## src/gbr_pkg.sv

```systemverilog
// gbr_pkg: shared constants, register codes and reset values for the
// renormalized gaussian blur. No dependencies.
`default_nettype none
package gbr_pkg;

  localparam int MAX_WIDTH_DEF  = 1024;
  localparam int MAX_RADIUS_DEF = 4;
  localparam int NUM_TAPS       = 5;
  localparam int QUEUE_DEPTH    = 2;

  localparam int PIX_W        = 8;
  localparam int RGB_W        = 3 * PIX_W;
  localparam int TAP_W        = 16;
  localparam int ROW_W        = 13;
  localparam int WIDTH_REG_W  = 11;
  localparam int HEIGHT_REG_W = 13;
  localparam int RADIUS_REG_W = 3;
  localparam int CFG_INDEX_W  = 3;
  localparam int CFG_DATA_W   = 16;
  localparam int TAP_IDX_W    = $clog2(NUM_TAPS);

  localparam logic [WIDTH_REG_W-1:0]  WIDTH_RST  = WIDTH_REG_W'(640);
  localparam logic [HEIGHT_REG_W-1:0] HEIGHT_RST = HEIGHT_REG_W'(480);
  localparam logic [RADIUS_REG_W-1:0] RADIUS_RST = RADIUS_REG_W'(1);
  localparam logic [TAP_W-1:0]        TAP0_RST   = TAP_W'(65535);

  typedef enum logic [CFG_INDEX_W-1:0] {
    REG_IMAGE_WIDTH  = 3'd0,
    REG_IMAGE_HEIGHT = 3'd1,
    REG_BLUR_RADIUS  = 3'd2,
    REG_TAP_WEIGHT_0 = 3'd3,
    REG_TAP_WEIGHT_1 = 3'd4,
    REG_TAP_WEIGHT_2 = 3'd5,
    REG_TAP_WEIGHT_3 = 3'd6,
    REG_TAP_WEIGHT_4 = 3'd7
  } cfg_index_t;

endpackage
`default_nettype wire

```

## src/gbr_ifs.sv

```systemverilog
// gbr_ifs: valid/ready channel interfaces for pixels in, blurred pixels out
// and register writes. Depends on gbr_pkg.
`default_nettype none


interface gbr_res_if;
  logic                     valid;
  logic                     ready;
  logic [gbr_pkg::PIX_W-1:0] blur_red;
  logic [gbr_pkg::PIX_W-1:0] blur_green;
  logic [gbr_pkg::PIX_W-1:0] blur_blue;
  logic                     frame_end;
  modport source (output valid, blur_red, blur_green, blur_blue, frame_end, input ready);
  modport sink (input valid, blur_red, blur_green, blur_blue, frame_end, output ready);
endinterface

`default_nettype wire

```

## src/gbr_back.sv

```systemverilog
// gbr_back: walks the window of one job through the line store, sums weighted
// taps, divides by the weight sum and drives the result register.
// Depends on gbr_pkg, gbr_ifs.
`default_nettype none
module gbr_back #(
  parameter int MAX_WIDTH  = gbr_pkg::MAX_WIDTH_DEF,
  parameter int MAX_RADIUS = gbr_pkg::MAX_RADIUS_DEF,
  parameter int SLOT_BITS  = 4,
  localparam int COL_BITS  = $clog2(MAX_WIDTH),
  localparam int CW        = $clog2(MAX_WIDTH + 1),
  localparam int RB        = $clog2(MAX_RADIUS + 1),
  localparam int ADDR_W    = SLOT_BITS + COL_BITS,
  localparam int JOB_W     = gbr_pkg::ROW_W + COL_BITS + SLOT_BITS + 1
) (
  input  wire logic                      clk,
  input  wire logic                      rst,
  input  wire logic                      job_valid,
  input  wire logic [JOB_W-1:0]          job_data,
  output      logic                      job_pop,
  input  wire logic [CW-1:0]             eff_w,
  input  wire logic [gbr_pkg::ROW_W-1:0] eff_h,
  input  wire logic [RB-1:0]             eff_r,
  input  wire logic [gbr_pkg::TAP_W-1:0] tap_weight [gbr_pkg::NUM_TAPS],
  output      logic [ADDR_W-1:0]         rd_addr,
  input  wire logic [gbr_pkg::RGB_W-1:0] rd_data,
  gbr_res_if.source                      blur_out
);
  import gbr_pkg::*;

  localparam int OB      = $clog2(2 * MAX_RADIUS + 1);
  localparam int NT_MAX  = (2 * MAX_RADIUS + 1) * (2 * MAX_RADIUS + 1);
  localparam int WT_W    = 2 * TAP_W;
  localparam int SW_W    = WT_W + $clog2(NT_MAX + 1);
  localparam int ACC_W   = SW_W + PIX_W;
  localparam int PR_W    = WT_W + PIX_W;
  localparam int XW      = COL_BITS + 1;
  localparam int YW      = ROW_W + 1;
  localparam int QB      = $clog2(PIX_W);

  typedef struct packed {
    logic [ROW_W-1:0]     row;
    logic [COL_BITS-1:0]  col;
    logic [SLOT_BITS-1:0] base;
    logic                 frame_end;
  } job_t;

  typedef enum logic [4:0] {
    ST_IDLE  = 5'b00001,
    ST_ACC   = 5'b00010,
    ST_DRAIN = 5'b00100,
    ST_DIV   = 5'b01000,
    ST_OUT   = 5'b10000
  } back_state_t;

  back_state_t     state;
  job_t            job;
  logic [OB-1:0]   dy_i, dx_i, last_i, ay, ax;
  logic [OB-1:0]   r_o;
  logic [YW-1:0]   y_pos, y;
  logic [XW-1:0]   x_pos, x;
  logic            in_img;
  logic [TAP_W-1:0] ta, tb;

  logic              v1, in1, v2;
  logic [WT_W-1:0]   wt1, wt2;
  logic [PR_W-1:0]   pr, pg, pb;
  logic [SW_W-1:0]   sw;
  logic [ACC_W-1:0]  acc_r, acc_g, acc_b, dvs;
  logic [PIX_W-1:0]  q_r, q_g, q_b;
  logic [QB-1:0]     bit_cnt;
  logic              ge_r, ge_g, ge_b, load_out;

  logic              out_valid;
  logic [PIX_W-1:0]  out_r, out_g, out_b;
  logic              out_fe;

  assign r_o    = OB'(eff_r);
  assign last_i = OB'({eff_r, 1'b0});

  always_comb begin
    y_pos  = YW'(job.row) + YW'(dy_i);
    x_pos  = XW'(job.col) + XW'(dx_i);
    y      = y_pos - YW'(eff_r);
    x      = x_pos - XW'(eff_r);
    in_img = (y_pos >= YW'(eff_r)) && (y < YW'(eff_h)) &&
             (x_pos >= XW'(eff_r)) && (x < XW'(eff_w));
    ay     = (dy_i >= r_o) ? dy_i - r_o : r_o - dy_i;
    ax     = (dx_i >= r_o) ? dx_i - r_o : r_o - dx_i;
    ta     = (32'(ay) < NUM_TAPS) ? tap_weight[TAP_IDX_W'(ay)] : '0;
    tb     = (32'(ax) < NUM_TAPS) ? tap_weight[TAP_IDX_W'(ax)] : '0;
    rd_addr = {job.base + SLOT_BITS'(y), x[COL_BITS-1:0]};
  end

  assign job_pop  = (state == ST_IDLE) && job_valid;
  assign ge_r     = acc_r >= dvs;
  assign ge_g     = acc_g >= dvs;
  assign ge_b     = acc_b >= dvs;
  assign load_out = (state == ST_OUT) && (!out_valid || blur_out.ready);

  // tap pipeline: weight product, then weighted channels
  always_ff @(posedge clk) begin
    wt1 <= in_img ? WT_W'(ta) * WT_W'(tb) : '0;
    in1 <= in_img;
    wt2 <= wt1;
    pr  <= in1 ? PR_W'(wt1) * PR_W'(rd_data[3*PIX_W-1:2*PIX_W]) : '0;
    pg  <= in1 ? PR_W'(wt1) * PR_W'(rd_data[2*PIX_W-1:PIX_W]) : '0;
    pb  <= in1 ? PR_W'(wt1) * PR_W'(rd_data[PIX_W-1:0]) : '0;
  end

  always_ff @(posedge clk) begin
    if (rst) begin
      state     <= ST_IDLE;
      v1        <= 1'b0;
      v2        <= 1'b0;
      out_valid <= 1'b0;
    end else begin
      v1 <= (state == ST_ACC);
      v2 <= v1;
      if (load_out) begin
        out_valid <= 1'b1;
      end else if (blur_out.ready) begin
        out_valid <= 1'b0;
      end
      case (state)
        ST_IDLE: begin
          if (job_valid) begin
            state <= ST_ACC;
          end
        end
        ST_ACC: begin
          if (dx_i == last_i && dy_i == last_i) begin
            state <= ST_DRAIN;
          end
        end
        ST_DRAIN: begin
          if (!v1 && !v2) begin
            state <= ST_DIV;
          end
        end
        ST_DIV: begin
          if (bit_cnt == '0) begin
            state <= ST_OUT;
          end
        end
        ST_OUT: begin
          if (load_out) begin
            state <= ST_IDLE;
          end
        end
        default: state <= ST_IDLE;
      endcase
    end
  end

  always_ff @(posedge clk) begin
    case (state)
      ST_IDLE: begin
        job   <= job_t'(job_data);
        dy_i  <= '0;
        dx_i  <= '0;
        sw    <= '0;
        acc_r <= '0;
        acc_g <= '0;
        acc_b <= '0;
      end
      ST_ACC: begin
        if (dx_i == last_i) begin
          dx_i <= '0;
          dy_i <= dy_i + 1'b1;
        end else begin
          dx_i <= dx_i + 1'b1;
        end
      end
      ST_DRAIN: begin
        dvs     <= ACC_W'(sw) << (PIX_W - 1);
        bit_cnt <= QB'(PIX_W - 1);
      end
      ST_DIV: begin
        if (ge_r) begin
          acc_r <= acc_r - dvs;
        end
        if (ge_g) begin
          acc_g <= acc_g - dvs;
        end
        if (ge_b) begin
          acc_b <= acc_b - dvs;
        end
        q_r     <= {q_r[PIX_W-2:0], ge_r};
        q_g     <= {q_g[PIX_W-2:0], ge_g};
        q_b     <= {q_b[PIX_W-2:0], ge_b};
        dvs     <= dvs >> 1;
        bit_cnt <= bit_cnt - 1'b1;
      end
      default: begin
      end
    endcase
    if ((state == ST_ACC || state == ST_DRAIN) && v2) begin
      sw    <= sw + SW_W'(wt2);
      acc_r <= acc_r + ACC_W'(pr);
      acc_g <= acc_g + ACC_W'(pg);
      acc_b <= acc_b + ACC_W'(pb);
    end
    if (load_out) begin
      out_r  <= (sw == '0) ? '0 : q_r;
      out_g  <= (sw == '0) ? '0 : q_g;
      out_b  <= (sw == '0) ? '0 : q_b;
      out_fe <= job.frame_end;
    end
  end

  assign blur_out.valid      = out_valid;
  assign blur_out.blur_red   = out_r;
  assign blur_out.blur_green = out_g;
  assign blur_out.blur_blue  = out_b;
  assign blur_out.frame_end  = out_fe;

  a_div_after_drain: assert property (@(posedge clk) disable iff (rst)
    (state == ST_DIV) |-> (!v1 && !v2))
    else $error("division started with taps still in flight");

  a_pop_when_idle: assert property (@(posedge clk) disable iff (rst)
    job_pop |=> (state == ST_ACC))
    else $error("job popped without starting the window walk");

  a_result_slot_free: assert property (@(posedge clk) disable iff (rst)
    load_out |-> (!out_valid || blur_out.ready))
    else $error("result register overwritten before transfer");
endmodule
`default_nettype wire

```

## src/flat_wrapper.sv

```systemverilog
// flat-port wrapper written by rule: the top's interface ports become plain ports
module gbr_back_flat import gbr_pkg::*;
#(
  parameter int MAX_WIDTH  = gbr_pkg::MAX_WIDTH_DEF,
  parameter int MAX_RADIUS = gbr_pkg::MAX_RADIUS_DEF,
  parameter int SLOT_BITS  = 4,
  localparam int COL_BITS  = $clog2(MAX_WIDTH),
  localparam int CW        = $clog2(MAX_WIDTH + 1),
  localparam int RB        = $clog2(MAX_RADIUS + 1),
  localparam int ADDR_W    = SLOT_BITS + COL_BITS,
  localparam int JOB_W     = gbr_pkg::ROW_W + COL_BITS + SLOT_BITS + 1
)
  (clk, rst, job_valid, job_data, job_pop, eff_w, eff_h, eff_r, tap_weight, rd_addr, rd_data, blur_out_valid, blur_out_blur_red, blur_out_blur_green, blur_out_blur_blue, blur_out_frame_end, blur_out_ready);
  gbr_res_if blur_out_i ();
  input  wire logic clk;
  input  wire logic rst;
  input  wire logic job_valid;
  input  wire logic [JOB_W-1:0] job_data;
  output      logic job_pop;
  input  wire logic [CW-1:0] eff_w;
  input  wire logic [gbr_pkg::ROW_W-1:0] eff_h;
  input  wire logic [RB-1:0] eff_r;
  input  wire logic [gbr_pkg::TAP_W-1:0] tap_weight[gbr_pkg::NUM_TAPS];
  output      logic [ADDR_W-1:0] rd_addr;
  input  wire logic [gbr_pkg::RGB_W-1:0] rd_data;
  output wire logic [$bits(blur_out_i.valid)-1:0] blur_out_valid;
  output wire logic [$bits(blur_out_i.blur_red)-1:0] blur_out_blur_red;
  output wire logic [$bits(blur_out_i.blur_green)-1:0] blur_out_blur_green;
  output wire logic [$bits(blur_out_i.blur_blue)-1:0] blur_out_blur_blue;
  output wire logic [$bits(blur_out_i.frame_end)-1:0] blur_out_frame_end;
  input wire logic [$bits(blur_out_i.ready)-1:0] blur_out_ready;
  assign blur_out_valid = blur_out_i.valid;
  assign blur_out_blur_red = blur_out_i.blur_red;
  assign blur_out_blur_green = blur_out_i.blur_green;
  assign blur_out_blur_blue = blur_out_i.blur_blue;
  assign blur_out_frame_end = blur_out_i.frame_end;
  assign blur_out_i.ready = blur_out_ready;
  gbr_back #(.MAX_WIDTH(MAX_WIDTH), .MAX_RADIUS(MAX_RADIUS), .SLOT_BITS(SLOT_BITS)) u_core (.clk(clk), .rst(rst), .job_valid(job_valid), .job_data(job_data), .job_pop(job_pop), .eff_w(eff_w), .eff_h(eff_h), .eff_r(eff_r), .tap_weight(tap_weight), .rd_addr(rd_addr), .rd_data(rd_data), .blur_out(blur_out_i));
endmodule
```

## config.mk

```make
export PLATFORM = sky130hd
export DESIGN_NAME = gbr_back_flat
export DESIGN_NICKNAME = d
export VERILOG_FILES = /design/src/gbr_pkg.sv /design/src/gbr_ifs.sv /design/src/gbr_back.sv /design/src/flat_wrapper.sv
export SDC_FILE = /design/constraint.sdc
export NUM_CORES = 2
export LEC_CHECK = 0
export BUFFER_PORTS_ARGS = -buffer_cell sky130_fd_sc_hd__buf_2
export CAP_MARGIN = 20
export CORE_UTILIZATION = 40
export DETAILED_ROUTE_END_ITERATION = 8
export PLACE_DENSITY_LB_ADDON = 0.15
export SYNTH_ARGS = -nofsm -noshare
export SYNTH_HDL_FRONTEND = slang
export SYNTH_SLANG_ARGS = --single-unit
```

## constraint.sdc

```tcl
create_clock -name clk -period 12.8 [get_ports clk]
set_input_delay 2.56 -clock clk [delete_from_list [all_inputs] [get_ports clk]]
set_output_delay 2.56 -clock clk [all_outputs]
set_load 0.02 [all_outputs]
```

==> summary.md <==
| Metric | Value |
|---|---|
| Largest net degree at the start of global routing | `76` |
| Layout cells sized above 1 | `0.0671` |
| Most frequent cells in the layout | `nand2_1, inv_1, fa_1` |
| Post-synthesis async set-or-reset flop share | `0` |
| Number of global-route vias before repair | `~54000` |
| Tmin final | `between 10 and 15 ns` |
| # rows | `around 150` |
| Max Root-Sink Buffers | `3` |
| Compound-Gate Fraction of Synth Area | `0.148` |
| Num CTS Buffers | `67` |
| IO Count | `between 200 and 250` |
| Post-DP HPWL | `around 160000 µm` |
| Post-route ant nets | `0` |
| Hold buffers post-CTS | `0` |
| Slew margin rel. | `0.182` |
| Global placement routability congestion | `0.932` |
| # setup viols final | `0` |
| WL/cell | `roughly 21 µm` |
| Clk root buf | `clkbuf_16` |
| Global route hottest layer | `met2` |
| Simple-gate share of the synthesized area | `0.172` |
| Combinational family with the most area after synthesis | `adder cells` |
| First-pass GRT wire length | `327000 µm` |
| Met2 Track Usage GR | `0.383` |
| Crit-path max FO | `12` |
| Die area | `168000 µm²` |
| H-tree depth | `3` |
| Antenna violations before repair | `8` |
| LEAKAGE | `a little over 30 nW` |
| Slowest CP cell | `nor2_1` |
| Area share of fa/ha/maj cells after synthesis | `0.344` |
| Status | `finished, violations left` |
| Final worst slack | `~1.5 ns` |
| Unique cell type count in the Yosys netlist | `98` |
| Initial DRC Count | `between 4000 and 5000` |
| Max Cap Violations | `0` |
| Final Cycle Share | `0.882` |
| Chip Height | `410 µm` |
| Kind of path behind the tightest hold check | `reg2reg` |
| Worst R2R Setup Slack | `~3.3 ns` |
| Ys Warns | `0` |
| Fin nets | `between 9000 and 10000` |
| Crit. Startpoint | `eff_r[1]` |
| Sequential cell area fraction in the yosys report | `0.200` |
| Worst EP required | `13.34 ns` |
| Vias | `approximately 54000` |
| Highest Clock Rate | `just under 90 MHz` |
| P&R area growth vs syn | `8.36%` |
| Least-Margin Pin Slew | `approximately 1.2 ns` |
| Worst setup path category | `in2reg` |
| Gr usage total | `0.251` |
| Mapped Avg Cell Area | `a little under 9 µm²` |
| Buffers on Ports | `203` |
| Total clock sinks | `approximately 510` |
| FF-to-FF path depth | `34` |
| Area share of xor/xnor cells in the synthesized design | `0.0572` |
| Via density | `approximately 5.6` |
| Post-Synthesis Cells | `between 7000 and 8000` |
| Final max-slew violation count | `0` |
| Initial Util | `0.403` |
| Pre-CTS WS | `about 0.8 ns` |
| Unrepaired setup endpoints after global routing | `false` |
| Reg2reg end | `u_core.wt1[30]` |
| GRT Residual Overflow | `0` |
| Predominant post-synthesis flop cell | `edfxtp_1` |
| Post-synthesis mux area share | `0.0128` |
| CP endpoint | `u_core.wt1[30]` |
| Met1 usage | `0.370` |
| Core footprint | `approximately 160000 µm²` |
| Worst path max stage delay | `just over 0.8 ns` |
| Failing checks | `DRC` |
| VDD IR max | `between 0.0001 and 0.00015 V` |
| Fin Setup TNS | `0 ns` |
| TritonCTS clock tree | `done` |
| Crit. End Element | `register` |
| Final worst clock skew | `~0.046 ns` |
| 1st-pass router iterations | `8` |
| Syn nets | `just over 9000` |
| Synth Cell Area | `66600 µm²` |
| Finished Core Util | `0.437` |
| Count of state elements after synthesis | `507` |
| Post-synth EDFFs | `314` |
| Post-CTS sizing | `0` |
| Routed WL | `about 210000 µm` |
| Final hold vios | `0` |
| PwrDens | `174 nW/µm²` |
| Routing usage on met3 | `0.0354` |
| Kind of start point of the critical path | `input pin` |
| Critical R2R Launch | `u_core.dx_i[0]` |
| CTS clk-pin slew, worst paths | `0.06 ns` |
| WP data arrival | `roughly 12 ns` |
| Die Wd | `about 400 µm` |
| Clk_lat worst skew | `0.68 ns` |
| Remaining DRCs | `28` |
| Number of setup buffers added after CTS | `0` |
| Commonest non-fill, non-tap cell in the layout | `nand2_1` |
| Hold depth | `0` |
[where the power goes]
part           internal [W]  switching, W  total (W)  leakage (nW)
sequential          0.00218      0.000366    0.00255          4.72
clock               0.00116      0.000838    0.00200          1.12
combinational       0.00294       0.00505    0.00800          25.3
total               0.00629       0.00626     0.0125          31.1
[per-layer routing]
metal,vias to the layer above,share of wire
met1,27300,0.48
met3,216,0.060
met5,-,0.000062
li1,25400,-
met4,2,0.025
met2,1512,0.44
[cells in the mapped netlist, drive strengths merged (63+ instances only)]
cell type	number	area (µm²)
nand2	920	3460
inv	849	3190
fa	750	15000
ha	629	7870
nor2	547	2060
a21oi	438	2190
and2	360	2250
edfxtp	314	9430
o21ai	303	1520
clkbuf	292	1100
xnor2	233	2040
a21o	228	1710
xor2	202	1770
dfxtp	193	3860
o22ai	114	713
nor3	107	536
nand3	100	505
nor2b	88	558
nand2b	63	394
[metrics by stage]
step	area [µm²]	total power, W	cells	hold slack, ns
after detailed placement	69800	0.0105	9666	0.406
after CTS	72100	0.0126	9788	0.421
after floorplan	66600	0.00813	7509	0.380
final	72100	0.0125	9793	0.417
after global placement	69800	0.0104	9666	0.402
after global routing	72100	0.0136	9790	0.430
[flip-flops by register name (all words and copies together), names as in the netlist, 28 cells and up]
register,flops
u_core.acc_b,47
u_core.wt2,32
u_core.wt1,32
u_core.pb,40
u_core.sw,39
u_core.dvs,46
u_core.pr,40
u_core.job,28
u_core.acc_r,47
u_core.acc_g,47
u_core.pg,40
[how the worst min path moves through the flow]
stage,from,endpoint,slack (ns)
4_1_cts,u_core.job[0],u_core.blur_out.frame_end,0.42
5_1_grt,u_core.job[0],u_core.blur_out.frame_end,0.43
2_1_floorplan,u_core.wt1[10],u_core.wt2[10],0.38
3_3_place_gp,u_core.job[0],u_core.blur_out.frame_end,0.40
3_5_place_dp,u_core.job[0],u_core.blur_out.frame_end,0.41
6_report,u_core.job[0],u_core.blur_out.frame_end,0.42
[cell families after synthesis]
group	Yosys count
adder cells (fa/ha/maj)	1379
multiplexers	44
buffers and inverters	1167
XOR/XNOR	435
flip-flops	507
AND/OR/NAND/NOR	2441
AO/OA/AOI/OAI	1536
[cell type report]
type                       instances  area [µm²]
antenna                            3        7.51
clock buffer                      87        1850
clock inverter                    35         439
fill                           16400       92900
inverter                         849        3190
multi-input combinational       5835       49000
sequential                       507       13300
tap                             2189        2740
timing repair buffer             288        1650
[critical path: cells and delay by family]
kind                     cells  cell delay [ns]
AO/OA/AOI/OAI                9             2.14
XOR/XNOR                     1             0.16
adder cells (fa/ha/maj)      8             3.65
buffers and inverters        8             1.08
multiplexers                 2             0.80
AND/OR/NAND/NOR              7             1.42
No activity file was read; power rests on OpenSTA's default activity.
