$ cat config.mk
export PLATFORM = sky130hd
export DESIGN_NAME = gbr_queue
export DESIGN_NICKNAME = d
export VERILOG_FILES = /design/src/gbr_pkg.sv /design/src/gbr_queue.sv
export SDC_FILE = /design/constraint.sdc
export NUM_CORES = 1
export LEC_CHECK = 0
export ABC_CLOCK_PERIOD_IN_PS = 2950
export BUFFER_PORTS_ARGS = -buffer_cell sky130_fd_sc_hd__buf_2
export CAP_MARGIN = 20
export CORE_MARGIN = 2
export CORE_UTILIZATION = 35
export CTS_CLUSTER_DIAMETER = 200
export CTS_CLUSTER_SIZE = 30
export DETAILED_ROUTE_END_ITERATION = 8
export GPL_TIMING_DRIVEN = 0
export PLACE_DENSITY = 0.54
export SETUP_SLACK_MARGIN = 0.4
export SYNTH_ARGS = -nofsm -noshare
export SYNTH_HDL_FRONTEND = slang
export SYNTH_SLANG_ARGS = --single-unit
$ cat constraint.sdc
create_clock -name clk -period 2.95 [get_ports clk]
set_clock_uncertainty 0.05 [all_clocks]
set_input_delay 0.1475 -clock clk [delete_from_list [all_inputs] [get_ports clk]]
set_output_delay 0.1475 -clock clk [all_outputs]
set_load 0.005 [all_outputs]
$ cat src/gbr_pkg.sv
// gbr_pkg: shared constants, register codes and reset values for the
// renormalized gaussian blur. No dependencies.
`default_nettype none
package gbr_pkg;

  localparam int MAX_WIDTH_DEF  = 1024;
  localparam int MAX_RADIUS_DEF = 4;
  localparam int NUM_TAPS       = 5;
  localparam int QUEUE_DEPTH    = 2;

  localparam int PIX_W        = 8;
  localparam int RGB_W        = 3 * PIX_W;
  localparam int TAP_W        = 16;
  localparam int ROW_W        = 13;
  localparam int WIDTH_REG_W  = 11;
  localparam int HEIGHT_REG_W = 13;
  localparam int RADIUS_REG_W = 3;
  localparam int CFG_INDEX_W  = 3;
  localparam int CFG_DATA_W   = 16;
  localparam int TAP_IDX_W    = $clog2(NUM_TAPS);

  localparam logic [WIDTH_REG_W-1:0]  WIDTH_RST  = WIDTH_REG_W'(640);
  localparam logic [HEIGHT_REG_W-1:0] HEIGHT_RST = HEIGHT_REG_W'(480);
  localparam logic [RADIUS_REG_W-1:0] RADIUS_RST = RADIUS_REG_W'(1);
  localparam logic [TAP_W-1:0]        TAP0_RST   = TAP_W'(65535);

  typedef enum logic [CFG_INDEX_W-1:0] {
    REG_IMAGE_WIDTH  = 3'd0,
    REG_IMAGE_HEIGHT = 3'd1,
    REG_BLUR_RADIUS  = 3'd2,
    REG_TAP_WEIGHT_0 = 3'd3,
    REG_TAP_WEIGHT_1 = 3'd4,
    REG_TAP_WEIGHT_2 = 3'd5,
    REG_TAP_WEIGHT_3 = 3'd6,
    REG_TAP_WEIGHT_4 = 3'd7
  } cfg_index_t;

endpackage
`default_nettype wire

$ cat src/gbr_queue.sv
// gbr_queue: small fifo of output jobs between front and back.
// Depends on gbr_pkg.
`default_nettype none
module gbr_queue #(
  parameter int WIDTH = 8,
  parameter int DEPTH = 2
) (
  input  wire logic             clk,
  input  wire logic             rst,
  input  wire logic             push,
  input  wire logic [WIDTH-1:0] push_data,
  output      logic             full,
  input  wire logic             pop,
  output      logic [WIDTH-1:0] pop_data,
  output      logic             not_empty
);
  import gbr_pkg::*;

  localparam int PW = (DEPTH > 1) ? $clog2(DEPTH) : 1;
  localparam int CNTW = $clog2(DEPTH + 1);

  logic [WIDTH-1:0] slots [DEPTH];
  logic [PW-1:0]    wr_ptr;
  logic [PW-1:0]    rd_ptr;
  logic [CNTW-1:0]  count;

  assign full      = (count == CNTW'(DEPTH));
  assign not_empty = (count != '0);
  assign pop_data  = slots[rd_ptr];

  always_ff @(posedge clk) begin
    if (push) begin
      slots[wr_ptr] <= push_data;
    end
  end

  always_ff @(posedge clk) begin
    if (rst) begin
      wr_ptr <= '0;
      rd_ptr <= '0;
      count  <= '0;
    end else begin
      if (push) begin
        wr_ptr <= (wr_ptr == PW'(DEPTH - 1)) ? '0 : wr_ptr + 1'b1;
      end
      if (pop) begin
        rd_ptr <= (rd_ptr == PW'(DEPTH - 1)) ? '0 : rd_ptr + 1'b1;
      end
      if (push && !pop) begin
        count <= count + 1'b1;
      end else if (pop && !push) begin
        count <= count - 1'b1;
      end
    end
  end
endmodule
`default_nettype wire

==> impl.org, run 1 <==
** Status
- The flow ran to the end, and the final reports show no timing, DRC or antenna violations.

** Logic synthesis
- Of all cell types, the one taking the most synthesized area is edfxtp_1.
- When the netlist entered floorplanning its net count stood at 60.
- After synthesis the netlist holds a flip-flop and latch count of 21.
- Each instance of the synthesized netlist takes up on average about 17 um^2.
- The mapped netlist covers slightly below 800 um^2.
- For this run, the register share of the synthesized area comes to 73.9%.
- For this run, the number of Yosys warnings is 0.
- Number of distinct library cell variants in the gate-level netlist after synthesis :: 16
- Number of standard cells after synthesis :: 47
- The synthesized design devotes to its leading area cell type 61.1% of total area.
- After synthesis, the cell types taking the most area are edfxtp_1, dfxtp_1, mux2_2.

** Setup path
- Crit path capture type :: output port
- Cell count of the worst reg-to-reg path :: 1
- Of all nets on the critical path, the largest fanout is 8.
- For flop-to-flop paths, the worst setup slack is around 1.6 ns.
- STA classifies the critical path startpoint as a flop.
- Worst path arrival time :: around 1.3 ns
- Critical setup path kind :: flop to output port
- Data on the critical path is required at its endpoint by roughly 2.8 ns.

** CTS
- Hold buffer count at cts :: 8
- Number of cells upsized or downsized after cts :: 0
- For this design, the sink count on the clock tree is 21.
- Clk Latency, worst-skew pair :: slightly below 0.3 ns
- The cell sitting at the root of the clock tree is a clkbuf_4.
- Post-CTS timing repair inserted 0 buffers for setup.
- Total clock buffers created by CTS :: 3
- Clock slew seen by the registers of the worst setup and hold paths :: about 0.11 ns
- Number of levels the H-tree was split into :: 1
- No sink is reached through more buffers than the 2 on the longest clock path.
- TritonCTS built the clock tree.

** Timing
- Upper clock frequency limit :: around 0.66 GHz
- Hold is met by just under 0.08 ns.
- Summed over all failing endpoints, the final setup total negative slack is 0 ns.
- RSZ-0062 raised after global routing :: no
- Slew Limit Fails :: 0
- The worst pin sits at a relative slew slack of about half.
- Tmin final :: 1.51 ns
- Worst-Margin Slew :: around 0.7 ns
- In the finished design, the share of the clock period the worst path needs comes to 51.1%.
- Setup violations remaining at the end of the flow were counted as 0.
- Fin. Hold Viols :: 0

** Die
- The die is approximately 50 um tall.
- The initialized floorplan defines 17 standard-cell rows.
- The region available for standard cell placement spans between 0.002 and 0.0025 mm^2.
- Full die area :: roughly 0.0026 mm^2
- Boundary pin count :: 22
- The die is 51.4 um wide.
- The initial utilization of the core area, before any placement, comes to 36.2%.

** Power
- Leakage dissipation :: around 0.42 nW
- Power per cell area :: 542 mW/mm^2
- The worst-case IR drop observed on VDD is a little over 0.3 mV.
- Power after layout :: between 0.5 and 0.6 mW

** Global routing
- Maximum number of pins on one net before global-route repair :: 13
- The first global-routing pass estimated approximately 1700 um of wire.
- GRT Resource Usage Total :: 9.44%
- The via count of the first global-routing pass came to 410.
- Antenna violations before repair :: 0
- Global routing finished with a remaining overflow of 0.

** Final layout
- For this run, the share of the core covered by cells in the final layout is 48.1%.
- The post-route netlist has between 40 and 50% of its cells at a drive strength greater than 1.
- In the layout the commonest cells are buf_2, edfxtp_1, dlygate4sd3_1.
- The final layout contains 95 nets.
- Most common cell after layout, fill and taps aside :: buf_2
- Filler Cell Count :: about 220
- Number of antenna repair diodes :: 0
- Post-synthesis to final-layout area growth :: 32.8%
- Post-route cell area :: about 0.0010 mm^2

** Worst hold path
- Instance count along the most critical hold path :: 3
- The path class of the tightest hold or removal check is input port to flop.

** Placed design
- RePlAce Congestion :: 0.577
- HPWL after DPL :: 827 um
- # port buffers :: 21
- The placed instances occupy a cell area of roughly 930 um^2.

** Detailed routing
- After detailed routing, the average wire length per cell comes to 10.7 um.
- Across all layers, the routed design uses 468 vias.
- Dividing the detail-routed via count by the number of cells gives roughly 4.3.
- Post-DRT Antenna Nets :: 0
- Drt initial violations :: 3
- In the routed design, unresolved DRC markers number 0.
- Number of detailed-route iterations in the first pass :: 2
- The routed design has around 1200 um of wire.

** Flow run
- Max-capacitance violation count :: 0
## stage by stage
step / setup WS, ns / cells
2_1_floorplan: 1.81 / 47
3_3_place_gp: 1.59 / 96
3_5_place_dp: 1.59 / 96
4_1_cts: 1.42 / 108
5_1_grt: 1.35 / 109
6_report: 1.44 / 109
## metal layers
layer	global-route usage [%]	vias to the layer above	share of wire (%)	wire length [um]
li1	-	234	-	-
met1	9.60	218	44	511
met2	16.2	14	50	584
met3	2.92	2	5.5	64
met4	6.58	0	0.77	9
met5	0	-	0	0
## cells by family after synthesis
kind of cell	after synthesis	synth area share, %
adder cells (fa/ha/maj)	1	1.59
AND/OR/NAND/NOR	9	6.21
buffers and inverters	2	1.11
flip-flops	21	73.9
AO/OA/AOI/OAI	2	1.27
multiplexers	8	11.5
XOR/XNOR	4	4.46
## cell type report
type | instances | area (um^2) | area share (%)
tap | 28 | 35.0 | 3.36
buffer | 1 | 5.00 | 0.480
sequential | 21 | 581 | 55.6
timing repair buffer | 30 | 195 | 18.7
clock inverter | 1 | 5.00 | 0.480
clock buffer | 3 | 22.5 | 2.16
multi-input combinational | 24 | 196 | 18.8
inverter | 1 | 3.75 | 0.360
## synthesized netlist by cell type
cell type,instances
or3_1,1
or2_2,1
ha_1,1
and2_1,1
nor2b_1,1
o21ai_0,1
xnor2_1,2
a21oi_1,1
nor2_1,4
xor2_1,2
edfxtp_1,16
inv_1,1
mux2_2,8
and2b_2,1
dfxtp_1,5
buf_2,1
## flip-flops by register name, indices dropped and copies added (netlist names), named ones only
register / cells
slots: 16
wr_ptr: 1
rd_ptr: 1
count: 2
## critical path, cell delays in order, from the launching register on
cell and delay (ns):
dfxtp_1 0.32, buf_2 0.22, mux2_2 0.36, buf_2 0.12
## where the power goes
| part | leakage (nW) | switching, mW | internal, mW | total, mW |
|---|---|---|---|---|
| Combinational | 0.212 | 0.0359 | 0.0502 | 0.0860 |
| Sequential | 0.192 | 0.00857 | 0.341 | 0.350 |
| Clock | 0.0177 | 0.0789 | 0.0504 | 0.129 |
## path summary, 6_finish.rpt
check,from,end
max,flop,pop_data[1]
min,pop,flop
min reg2reg,count[1],count[1]
max reg2reg,wr_ptr,slots[0][6]
Note: power is estimated with default switching activity, not from simulation.
==> inputs of run 2 (changes only) <==
Settings changed: ABC_CLOCK_PERIOD_IN_PS 2950 to 1200, PLACE_DENSITY 0.54 to 0.56.
Clock period 2.95 ns to 1.2 ns, I/O delays scaled along.
==> impl.org, run 2 (synthesis gave the netlist of run 1 again) <==
** Timing
- Final critical-path share of the clock period :: 110%
- Smallest setup slack after layout :: -0.115 ns (was 1.44 ns)
- RSZ-0062 raised after global routing: yes (was no).
- The final hold violation count was 2 (was 0).
- Timing would allow up to 0.760 GHz.
- The transition at the pin with the smallest max-transition slack was 0.249 ns (was 0.721 ns).
- Number of setup violations in the final report :: 8 (was 0)
- The worst-case hold slack is -0.0120 ns (was 0.0786 ns).
- Tmin final :: about 1.3 ns
- Slew Limit Fails :: 0 (unchanged)
- Max transition margin :: 83.3% (was 51.8%)

** Power
- Psw :: 0.333 mW (was 0.123 mW)
- The portion of total power attributed to the clock network is 21.3% (was 22.9%).
- Switching Fraction :: 21.9% (was 21.8%)
- The combinational power share is 21.3% (was 15.2%).
- Max IR drop VDD :: 0.830 mV (was 0.308 mV)
- Power per cell area :: 1270 mW/mm^2 (was 542 mW/mm^2)
- The static leakage power was 0.503 nW (was 0.421 nW).
- The register share of total power is 57.4% (was 61.9%).
- Power after layout :: 1.52 mW (was 0.565 mW)
- Internal power contribution :: 1.18 mW (was 0.442 mW)

** Final layout
- The layout cell share with drive strength beyond 1 was 55.4% (was 44.4%).
- Highest-count cells in the layout ignoring fill and taps: edfxtp_1, buf_2, buf_6 (was buf_2, edfxtp_1, dlygate4sd3_1).
- Most flops, register :: slots (unchanged)
- Net count of the finished layout :: 97 (was 95)
- The number of antenna diodes is 0 (unchanged).
- Post-synthesis to final-layout area growth :: 52.2% (was 32.8%)
- Post-route cell area :: 0.00120 mm^2 (was 0.00104 mm^2)
- The number of filler cells placed in the layout is 201 (was 217).
- Most common cell after layout, fill and taps aside :: edfxtp_1 (was buf_2)
- Number of flip-flops under the largest register name :: 16 (unchanged)
- Top flop regs: slots (16), count (2) (unchanged).
- The count of non-filler cells in the finished layout came to 111 (was 109).

** Setup path
- The internal reg-to-reg setup slack came to 0.14 ns (was 1.63 ns).
- The worst endpoint required time came to 1.09 ns (was 2.75 ns).
- Worst path arrival time :: 1.21 ns (was 1.31 ns)
- The terminus of the critical flop-to-flop path is count[1] (was slots[0][6]).
- Critical Path Start Type :: flop (unchanged)
- The maximum fanout along the worst path was 8 (unchanged).
- Critical setup path kind :: flop to output port (unchanged)
- Termination of the worst setup path :: pop_data[2] (was pop_data[1])
- The startpoint of the worst register-to-register path is count[0] (was wr_ptr).
- Cell count of the worst reg-to-reg path :: 3 (was 1)
- Crit path capture type :: output port (unchanged)

** Status
- Outcome: finished, violations left (was finished clean).
- The final reports fail on hold timing, setup timing.

** Placed design
- The half-perimeter wire length of the detailed placement result is 829 um (was 827 um).
- Cell area reported after detailed placement :: 976 um^2 (was 926 um^2)
- The global placement routability congestion came to 0.678 (was 0.577).
- # port buffers :: 21 (unchanged)
- The number of placed instances, taps included is 96 (unchanged).

** Detailed routing
- Drt initial violations :: 6 (was 3)
- The via total after detailed routing was 491 (was 468).
- The total length of routed wires is 1250 um (was 1170 um).
- The average vias per placed instance is 4.42 (was 4.29).
- The routed length per instance came to 11.3 um (was 10.7 um).
- Post-DRT Antenna Nets :: 0 (unchanged)
- The number of remaining DRC errors was 0 (unchanged).
- The length of the first detailed-routing pass in iterations is 3 (was 2).

** Flow run
- The max-cap check violation count came to 0 (unchanged).

** Die
- Die extent in x :: 51.4 um (unchanged)
- The number of top-level pins is 22 (unchanged).
- Starting density of the core :: 36.2% (unchanged)
- Core Rows :: 17 (unchanged)
- Full die area :: 0.00264 mm^2 (unchanged)
- The overall die height was 51.4 um (unchanged).
- The placeable core area came to 0.00217 mm^2 (unchanged).

** Global routing
- The via count of the first global-routing pass came to 502 (was 410).
- Global-route congestion overflow total :: 0 (unchanged)
- GRT Resource Usage Total :: 11.5% (was 9.44%)
- The first-pass GRT wire length was 2080 um (was 1730 um).
- Maximum number of pins on one net before global-route repair :: 13 (unchanged)
- The initial antenna violation count is 0 (unchanged).

** CTS
- CTS Root Buffer Type :: clkbuf_4 (unchanged)
- The count of H-tree levels built during CTS came to 1 (unchanged).
- The TritonCTS buffer count was 3 (unchanged).
- The TritonCTS clock tree was done (unchanged).
- The sink count of the clock tree came to 21 (unchanged).
- The clock latency of the later-clocked register in the worst-skew pair is 0.29 ns (about the same).
- Hold buffer count at cts :: 9 (was 8)
- The worst-case clock buffer depth is 2 (unchanged).
- The clock slew at the register clock pins of the worst setup and hold paths came to 0.11 ns (about the same).

** Worst hold path
- Tightest Hold Check Type :: input port to flop (unchanged)
run 2: changes by cell type in the layout (fill, tap and decap cells not counted), moves of 4 or more:
cell / delta
buf_2: -10
dfxtp_1: -4
buf_6: +10
mux2_4: +8
mux2_2: -8
run 2: layer usage:
metal | vias to the layer above | track usage (%) | wire, um
li1 | 238 | - | -
met1 | 234 | 11.4 | 520
met2 | 15 | 19.7 | 637
met3 | 4 | 2.63 | 51
met4 | 0 | 10.5 | 44
met5 | - | 0 | 0
run 2: how the worst min path moves through the flow:
stage / end / from / cells past startpoint
2_1_floorplan: flop / rst / 1
3_3_place_gp: slots[1][3] / push_data[3] / 1
3_5_place_dp: slots[0][3] / push_data[3] / 1
4_1_cts: rd_ptr / pop / 3
5_1_grt: rd_ptr / pop / 3
6_report: rd_ptr / pop / 3
run 2: worst max-delay path, stage by stage (launching register included):
cell	delay, ns
dfxtp_2	0.35
buf_8	0.14
mux2_4	0.31
buf_6	0.11
run 2: cell type report:
cell class | instances | area, um^2 | area share, %
plain buffers | 1 | 15.0 | 1.26
well taps | 28 | 35.0 | 2.93
clock buffers | 3 | 22.5 | 1.88
clock inverters | 1 | 5.00 | 0.418
repair buffers | 32 | 270 | 22.6
flip-flops and latches | 21 | 591 | 49.4
inverters | 1 | 3.75 | 0.314
multi-input cells | 24 | 254 | 21.2
run 2: metrics by stage:
step | setup TNS (ns) | hold WS [ns] | setup WS [ns] | util, %
2_1_floorplan | 0 | 0.0750 | 0.216 | -
3_3_place_gp | 0 | 0.198 | 0.102 | 45.0
3_5_place_dp | 0 | 0.204 | 0.0908 | 45.0
4_1_cts | -1.09 | -0.0234 | -0.140 | 53.5
5_1_grt | -1.31 | 0.00317 | -0.169 | 55.1
6_report | -0.904 | -0.0120 | -0.115 | 55.1
run 2: power by group through the flow:
stage	Sequential (mW)	Combinational [mW]	Clock, mW
global placement	0.880	0.219	0
floorplan	0.878	0.145	0
detailed placement	0.885	0.223	0
global route	0.878	0.350	0.360
finish	0.871	0.323	0.323
CTS	0.869	0.306	0.341
run 2: repair_timing:
item / in CTS / in global routing
endpoints found under the hold margin: 21 / 2
endpoints found under the setup margin: 27 / 29
pin swaps: 1 / 1
resized for setup: 10 / 7
setup buffers: 2 / 0
==> inputs of run 3 (changes only) <==
Settings changed: PLACE_DENSITY 0.56 to not set.
==> impl.org, run 3 (synthesis gave the netlist of run 1 again) <==
** Status
- Outcome :: finished, violations left (unchanged)
- Violations in the final reports :: hold timing, setup timing (unchanged)

** CTS
- The worst-case clock buffer depth was 2 (unchanged).
- Clock tree from TritonCTS :: done (unchanged)
- The clock slew at the register clock pins of the worst setup and hold paths was 0.11 ns (about the same).
- The clock latency of the later-clocked register in the worst-skew pair was 0.29 ns (about the same).
- CTS Root Buffer Type :: clkbuf_4 (unchanged)
- Sinks on Clock Net :: 21 (unchanged)
- Total clock buffers created by CTS :: 3 (unchanged)
- The count of H-tree levels built during CTS is 1 (unchanged).
- Hold buffer count at cts :: 9 (unchanged)

** Final layout
- The number of filler cells placed in the layout is 192 (was 201).
- The area of the multi-input gates came to 254 um^2 (unchanged).
- Fraction of final layout cells with drive strength greater than 1 :: 56.0% (was 55.4%)
- Net count of the finished layout :: 98 (was 97)
- Number of flip-flops under the largest register name :: 16 (unchanged)
- Most common cell after layout, fill and taps aside :: edfxtp_1 (unchanged)
- Most flops, register :: slots (unchanged)
- The area of all placed cells without fillers is 0.00121 mm^2 (was 0.00120 mm^2).
- Highest-count cells in the layout ignoring fill and taps: edfxtp_1, buf_2, buf_6 (unchanged).
- Number of antenna repair diodes :: 0 (unchanged)
- Top flop regs :: slots (16), count (2) (unchanged)
- The register cell area after layout is 591 um^2 (unchanged).
- The layout overhead on the synthesized area is 54.1% (was 52.2%).

** Setup path
- The capturing element type of the critical path is an output port (unchanged).
- The worst endpoint required time was 1.09 ns (about the same).
- The critical path arrival was 1.20 ns (was 1.21 ns).
- Max FO, Critical Path :: 8 (unchanged)
- The kind of launch point of the worst setup path is a flop (unchanged).
- Worst r2r src :: count[0] (unchanged)
- R2R Setup Slk :: 0.12 ns (was 0.14 ns)
- The terminus of the critical flop-to-flop path is count[1] (unchanged).
- The number of cell instances on the worst register-to-register path was 3 (unchanged).
- Critical setup path kind :: flop to output port (unchanged)

** Detailed routing
- Vias post-DR :: 472 (was 491)
- Post-DRT Antenna Nets :: 0 (unchanged)
- The average vias per placed instance was 4.21 (was 4.42).
- Drt initial violations :: 2 (was 6)
- The total length of routed wires is 1270 um (was 1250 um).
- The length of the first detailed-routing pass in iterations is 4 (was 3).
- Routed wire per std cell :: 11.3 um (about the same)
- The number of remaining DRC errors came to 0 (unchanged).

** Die
- Floorplan Core Area :: 0.00217 mm^2 (unchanged)
- Core Rows :: 17 (unchanged)
- The floorplan die area was 0.00264 mm^2 (unchanged).
- Starting density of the core :: 36.2% (unchanged)
- The chip width is 51.4 um (unchanged).
- Overall die height :: 51.4 um (unchanged)
- Boundary pin count :: 22 (unchanged)

** Global routing
- Antenna violations before repair :: 0 (unchanged)
- The layer carrying the most global-route usage was met2 (unchanged).
- The via count of the first global-routing pass was 483 (was 502).
- The largest net degree at the start of global routing is 13 (unchanged).
- Met2 track demand over resource :: 17.9% (was 19.7%)
- The remaining global-route overflow was 0 (unchanged).
- Wire length of the first global-routing pass :: 2200 um (was 2080 um)
- The overall track demand over capacity in global routing is 11.7% (was 11.5%).
- The met3 usage is 2.92% (was 2.63%).
- The met1 usage is 14.4% (was 11.4%).

** Worst hold path
- The path category of the worst min-delay check was input port to flop (unchanged).
- Worst min-delay path startpoint :: pop (unchanged)
- The sink of the worst hold path was rd_ptr (unchanged).
- Instance count along the most critical hold path :: 3 (unchanged)

** Power
- The static leakage power is 0.505 nW (was 0.503 nW).
- Power after layout :: 1.53 mW (was 1.52 mW)
- Power per cell area :: 1260 mW/mm^2 (was 1270 mW/mm^2)
- The largest vdd supply drop came to 0.713 mV (was 0.830 mV).

** Placed design
- The number of buffer cells added on primary ports is 21 (unchanged).
- HPWL after DPL :: 822 um (was 829 um)
- RePlAce Congestion :: 0.592 (was 0.678)
- Cell area reported after detailed placement :: 976 um^2 (unchanged)

** Timing
- Number of setup violations in the final report :: 8 (unchanged)
- Slew Limit Fails :: 0 (unchanged)
- The final hold violation count came to 2 (unchanged).
- The final worst-path cycle share was 109% (was 110%).
- Upper clock frequency limit :: 0.763 GHz (was 0.760 GHz)
- Worst-case hold slack :: -0.0107 ns (was -0.0120 ns)
- The worst relative slew slack is 83.4% (was 83.3%).
- RSZ-0062 raised after global routing: yes (unchanged).
- The time the final worst path needs with I/O delays and setup came to 1.31 ns (was 1.32 ns).
- The setup slack of the critical path after layout came to -0.111 ns (was -0.115 ns).
- The transition at the pin with the smallest max-transition slack is 0.249 ns (about the same).

** Flow run
- Max-capacitance violation count :: 0 (unchanged)
## run 3: cell types whose count changed in the layout (fill, tap and decap cells not counted)
cell     delta
buf_6       +2
buf_4       -1
xnor2_1     +1
xnor2_2     -1
xor2_1      -1
xor2_2      +1
## run 3: worst max path at each step
stage                  start          end  slack (ns)  cells after the start
floorplan           count[0]     count[1]        0.22                      3
global placement        push     count[1]        0.10                      4
detailed placement      push     count[1]        0.07                      4
CTS                     flop  pop_data[6]       -0.13                      3
global route            flop  pop_data[3]       -0.17                      3
finish                  flop  pop_data[1]       -0.11                      3
## run 3: final cells by class
class / instances / share of cell area, %
Buffer: 1 / 1.24
Sequential cell: 21 / 48.8
Clock buffer: 3 / 1.86
Inverter: 1 / 0.310
Timing Repair Buffer: 33 / 23.6
Clock inverter: 1 / 0.413
Tap cell: 28 / 2.89
Multi-Input combinational cell: 24 / 21.0
## run 3: critical path, stage by stage (launching register included)
cell	delay, ns
dfxtp_2	0.35
buf_8	0.14
mux2_4	0.31
buf_6	0.11
## run 3: power breakdown
| part | switching [mW] | total, mW | internal [mW] |
|---|---|---|---|
| combinational | 0.110 | 0.337 | 0.227 |
| sequential | 0.0298 | 0.873 | 0.843 |
| clock | 0.193 | 0.317 | 0.124 |
## run 3: per-stage QoR
step                      TNS (ns)  utilization, %  hold slack, ns  worst slack, ns  cells
after floorplan                  0               -          0.0750            0.216     47
after global routing         -1.31            55.8         -0.0146           -0.169    112
after detailed placement         0            45.0           0.201           0.0683     96
final                       -0.863            55.8         -0.0107           -0.111    112
after CTS                    -1.02            54.8         -0.0207           -0.130    112
after global placement           0            45.0           0.198            0.105     96
## run 3: layer usage
layer / vias up / share of wire (%)
met2: 15 / 50
met4: 0 / 0.71
met3: 2 / 5.3
met1: 213 / 44
met5: - / 0
li1: 242 / -
## run 3: repair_timing
item / in CTS / in global routing
endpoints found under the hold margin: 21 / 2
buffers inserted: 3 / 0
endpoints found under the setup margin: 27 / 29
pin swaps: 3 / 2
resized for setup: 15 / 4
